<file path="src/rtl/lcttl_pkg.sv">
// ----------------------------------------------------------------------------
// lcttl_pkg
// shared constants and types of the lru cache with ttl expiry
// ----------------------------------------------------------------------------
package lcttl_pkg;

  localparam int ENTRIES_DEF = 32;

  // command codes
  localparam logic [1:0] CMD_LOOKUP = 2'd0;
  localparam logic [1:0] CMD_STORE  = 2'd1;
  localparam logic [1:0] CMD_REMOVE = 2'd2;

  // configuration register indexes
  localparam logic [7:0] REG_TTL_MS     = 8'd0;
  localparam logic [7:0] REG_TTL_ENABLE = 8'd1;

  localparam int unsigned TTL_MS_RST = 1000;

  // recency update applied on a sweep
  typedef enum logic [1:0] {
    UPD_NONE,
    UPD_TOUCH,
    UPD_DROP,
    UPD_STORE
  } upd_mode_t;

endpackage

</file>
<file path="src/rtl/lcttl_recency.sv">
// ----------------------------------------------------------------------------
// lcttl_recency
// recency rank memory with read-modify-write rank update
// ----------------------------------------------------------------------------
module lcttl_recency
  import lcttl_pkg::*;
#(
  parameter int ENTRIES = ENTRIES_DEF
) (
  input  logic                       clk,
  input  logic                       rd_en,
  input  logic [$clog2(ENTRIES)-1:0] rd_addr,
  output logic [$clog2(ENTRIES)-1:0] rd_rank,
  input  logic                       wr_en,
  input  logic [$clog2(ENTRIES)-1:0] wr_idx,
  input  logic                       wr_valid,
  input  upd_mode_t                  mode,
  input  logic [$clog2(ENTRIES)-1:0] slot,
  input  logic [$clog2(ENTRIES)-1:0] rank
);

  localparam int AW = $clog2(ENTRIES);

  logic [AW-1:0] rec_mem [ENTRIES];
  logic [AW-1:0] rank_r;
  logic [AW-1:0] rank_nxt;

  assign rd_rank = rank_r;

  // old rank of an invalid slot counts as zero
  always_comb begin
    logic [AW-1:0] old;
    old      = wr_valid ? rank_r : '0;
    rank_nxt = old;
    unique case (mode)
      UPD_TOUCH: begin
        if (wr_idx == slot) begin
          rank_nxt = '0;
        end else if (wr_valid && old < rank) begin
          rank_nxt = old + AW'(1);
        end
      end
      UPD_DROP: begin
        if (wr_valid && old > rank) begin
          rank_nxt = old - AW'(1);
        end
      end
      UPD_STORE: begin
        if (wr_idx == slot) begin
          rank_nxt = '0;
        end else if (wr_valid) begin
          rank_nxt = old + AW'(1);
        end
      end
      default: rank_nxt = old;
    endcase
  end

  always_ff @(posedge clk) begin
    if (rd_en) begin
      rank_r <= rec_mem[rd_addr];
    end
    if (wr_en) begin
      rec_mem[wr_idx] <= rank_nxt;
    end
  end

endmodule

</file>
<file path="config.mk">
export PLATFORM = sky130hd
export DESIGN_NAME = lcttl_recency
export DESIGN_NICKNAME = d
export VERILOG_FILES = /design/src/rtl/lcttl_pkg.sv /design/src/rtl/lcttl_recency.sv
export SDC_FILE = /design/constraint.sdc
export NUM_CORES = 1
export LEC_CHECK = 0
export ABC_CLOCK_PERIOD_IN_PS = 13400
export BUFFER_PORTS_ARGS = -buffer_cell sky130_fd_sc_hd__buf_2
export CAP_MARGIN = 0
export CELL_PAD_IN_SITES_DETAIL_PLACEMENT = 1
export CELL_PAD_IN_SITES_GLOBAL_PLACEMENT = 1
export CORE_MARGIN = 4
export CORE_UTILIZATION = 35
export CTS_CLUSTER_SIZE = 24
export DETAILED_ROUTE_END_ITERATION = 10
export MAX_ROUTING_LAYER = met4
export PLACE_DENSITY_LB_ADDON = 0.15
export SYNTH_ARGS = -nofsm -noshare
export SYNTH_HDL_FRONTEND = slang
export SYNTH_SLANG_ARGS = --single-unit
</file>
<file path="constraint.sdc">
create_clock -name clk -period 13.4 [get_ports clk]
set_clock_uncertainty 0.05 [all_clocks]
set_input_delay 3.35 -clock clk [delete_from_list [all_inputs] [get_ports clk]]
set_output_delay 3.35 -clock clk [all_outputs]
set_load 0.01 [all_outputs]
</file>
==> impl_metrics.yaml <==
outcome:
  status: "finished, final reports clean"
clock_tree:
  numCtsBuffers: 17
  post_cts_buffers: 0
  clk_latency_ns: 0.41
  cts.sinks: 165
  cts-root-buf: "clkbuf_16"
  cts-resized-gates: 0
  h-tree-depth: 4
  max-clock-path-buffers: 2
  cts_tree: "yes"
  holdBufCountCts: 0
  clk_pin_slew_ns: 0.06
layout:
  syn2layout_area_growth_pct: 15.02
  register_area_um2: 4955
  num_antenna_cells: 0
  fillers: 1914
  layout.cells.non_filler: 669
  drive_above_1_share_pct: 31.68
  fin_util_pct: 40.97
  nNetsFinal: 422
  multi_input_area_um2: 1914
  final_common_cell: "edfxtp_1"
  postLayoutCellArea_um2: 8000
  final_cell_mix: "edfxtp_1, mux4_2, nor2_1, buf_2, clkbuf_16"
route:
  dr.pass1.iters: 4
  vias: 3373
  viasPerCell: 5.042
  drtIter0Drc: 194
  drc: 0
  ant_nets: 0
  drt-total-wl_um: 14660
  wl_per_cell_um: 21.91
synth:
  yosys_most_used_dff: "edfxtp_1"
  ys_seq_area_share_pct: 71.24
  ys_warn_count: 0
  async_reset_ff_share_pct: 0
  synth_edf_count: 165
  ys_types: 43
  synth_area_um2: 6955
  avgSynthCellArea_um2: 19.54
  synth_cells: 356
  syn-num-nets: 387
  ys_ff_latch: 165
floorplan:
  core_um2: 19530
  start_util_pct: 35.62
  dieArea_um2: 22190
  rows: 51
  die_w_um: 149.0
  ios: 31
  die_y_um: 149.0
critical_path:
  required_ns: 13.41
  cp_top_family: "compound AO/OA/AOI/OAI gates"
  worstPathMaxFanout: 32
  max_stage_delay_ns: 0.89
  start_kind: "primary input"
  path_buf_inv: 1
  path_class: "in2reg"
  slowest_stage: "o32a_1"
  end_kind: "register"
  path_cells: "buf_2 -> and2_1 -> ha_1 -> o221ai_1 -> o31a_1 -> nor3b_4 -> and3_2 -> o32a_1"
  critPathArrivalTime_ns: 6.18
sta:
  max_slew_margin_pct: 25.19
  finalSetupTns_ns: 0
  slew_viol_final: 0
  rsz0062_at_grt: "false"
  finalHoldViolations: 0
  period_needed_ns: 6.175
  worst_slew_pin_slew_ns: 1.122
  max_freq_mhz: 162.0
  period_share_pct: 46.08
  finalSetupViolations: 0
global_route:
  grt_start_max_net_pins: 41
  grt_use_total_pct: 14.40
  gr-total-overflow: 0
  grt_pass1_wl_um: 22770
  antenna_found_initial: 0
  grt_pass1_vias: 3623
job:
  cap_viol_max_count: 0
power_and_ir_drop:
  p_leak_nw: 2.559
  p_per_area_nw_per_um2: 145.8
  ir_worst_vdd_mv: 0.08426
placement:
  placed_cells: 637
  finalWeightedCongestion: 0.7820
  postPlaceCellArea_um2: 7403
  dp_hpwl_um: 9760
  port_buffers: 30
hold_path:
  hold_class: "reg2reg"
[final cells by class]
| cell class | instances | area share (%) |
|---|---|---|
| tap | 265 | 4.145 |
| timing repair buffer | 33 | 2.158 |
| inverter | 8 | 0.3754 |
| clock buffer | 20 | 5.458 |
| clock inverter | 12 | 2.002 |
| sequential | 165 | 61.93 |
| multi-input combinational | 166 | 23.93 |
[stage by stage]
step           total power (W)  hold slack [ns]  setup slack (ns)
5_1_grt               0.001213           0.9748             6.968
4_1_cts               0.001181           0.9469             7.168
3_5_place_dp         0.0006890           0.9281             6.743
2_1_floorplan        0.0006551           0.8904             6.862
6_report              0.001166           0.9418             7.225
3_3_place_gp         0.0006855           0.9192             6.934
[logic make-up (layout without fill, tap and decap cells)]
logic type | Yosys count | count (layout) | share of synthesized area (%)
buffers and inverters | 25 | 73 | 1.547
muxes | 56 | 56 | 17.22
and+or+nand+nor | 80 | 80 | 6.098
adders and majority gates | 5 | 5 | 0.8994
DFF | 165 | 165 | 71.24
AOI/OAI and AO/OA | 20 | 20 | 2.375
xor gates and xnor gates | 5 | 5 | 0.6297
[worst min-delay path: stages (launching register included)]
cell	delay [ns]
edfxtp_1	0.32
mux4_2	0.21
mux4_2	0.22
mux2_2	0.14
[registers in the layout, summed over array words and instances (netlist names)]
name and cells:
rec_mem 160, rd_rank 5
[where the power goes]
part | leakage (nW) | internal [W] | total [W] | switching (W)
combinational | 0.753 | 0.0000328 | 0.0000848 | 0.0000520
sequential | 1.51 | 0.000586 | 0.000591 | 0.00000431
clock | 0.294 | 0.000309 | 0.000491 | 0.000182
total | 2.56 | 0.000928 | 0.00117 | 0.000239
[Yosys cell counts, drive strengths merged, types with 2 or more instances]
library cell / count / area share (%)
nor3: 5 / 0.36
xnor2: 2 / 0.25
nor2: 38 / 2.1
or3: 3 / 0.27
nand2: 4 / 0.22
nor2b: 2 / 0.29
a31o: 2 / 0.25
edfxtp: 165 / 71
inv: 8 / 0.43
clkbuf: 10 / 0.54
mux4: 50 / 16
nand3b: 6 / 0.65
mux2: 6 / 1.0
a21oi: 4 / 0.34
nor3b: 3 / 0.49
nand2b: 2 / 0.18
xor2: 3 / 0.38
buf: 7 / 0.58
ha: 5 / 0.90
nand3: 7 / 0.50
or3b: 3 / 0.38
and3: 4 / 0.40
o21ai: 4 / 0.29
[layer usage]
metal / global-route usage (%) / share of wire (%) / vias up
met1: 19.35 / 45 / 1771
met5: - / 0 / -
met4: 4.119 / 1.1 / 0
li1: - / - / 1533
met2: 22.67 / 50 / 58
met3: 2.735 / 3.8 / 11
[final timing paths]
path	start	endpoint	slack, ns	cells after the start
worst max-delay path	wr_valid	rec_mem[28][3]$_DFFE_PP_	7.23	8
worst min-delay path	rec_mem[7][2]$_DFFE_PP_	rd_rank[2]$_DFFE_PP_	0.94	3
worst max register to register	rd_rank[4]$_DFFE_PP_	rec_mem[28][3]$_DFFE_PP_	9.77	7
worst min register to register	rec_mem[7][2]$_DFFE_PP_	rd_rank[2]$_DFFE_PP_	0.94	3
Power figures use the tool's default switching activity.
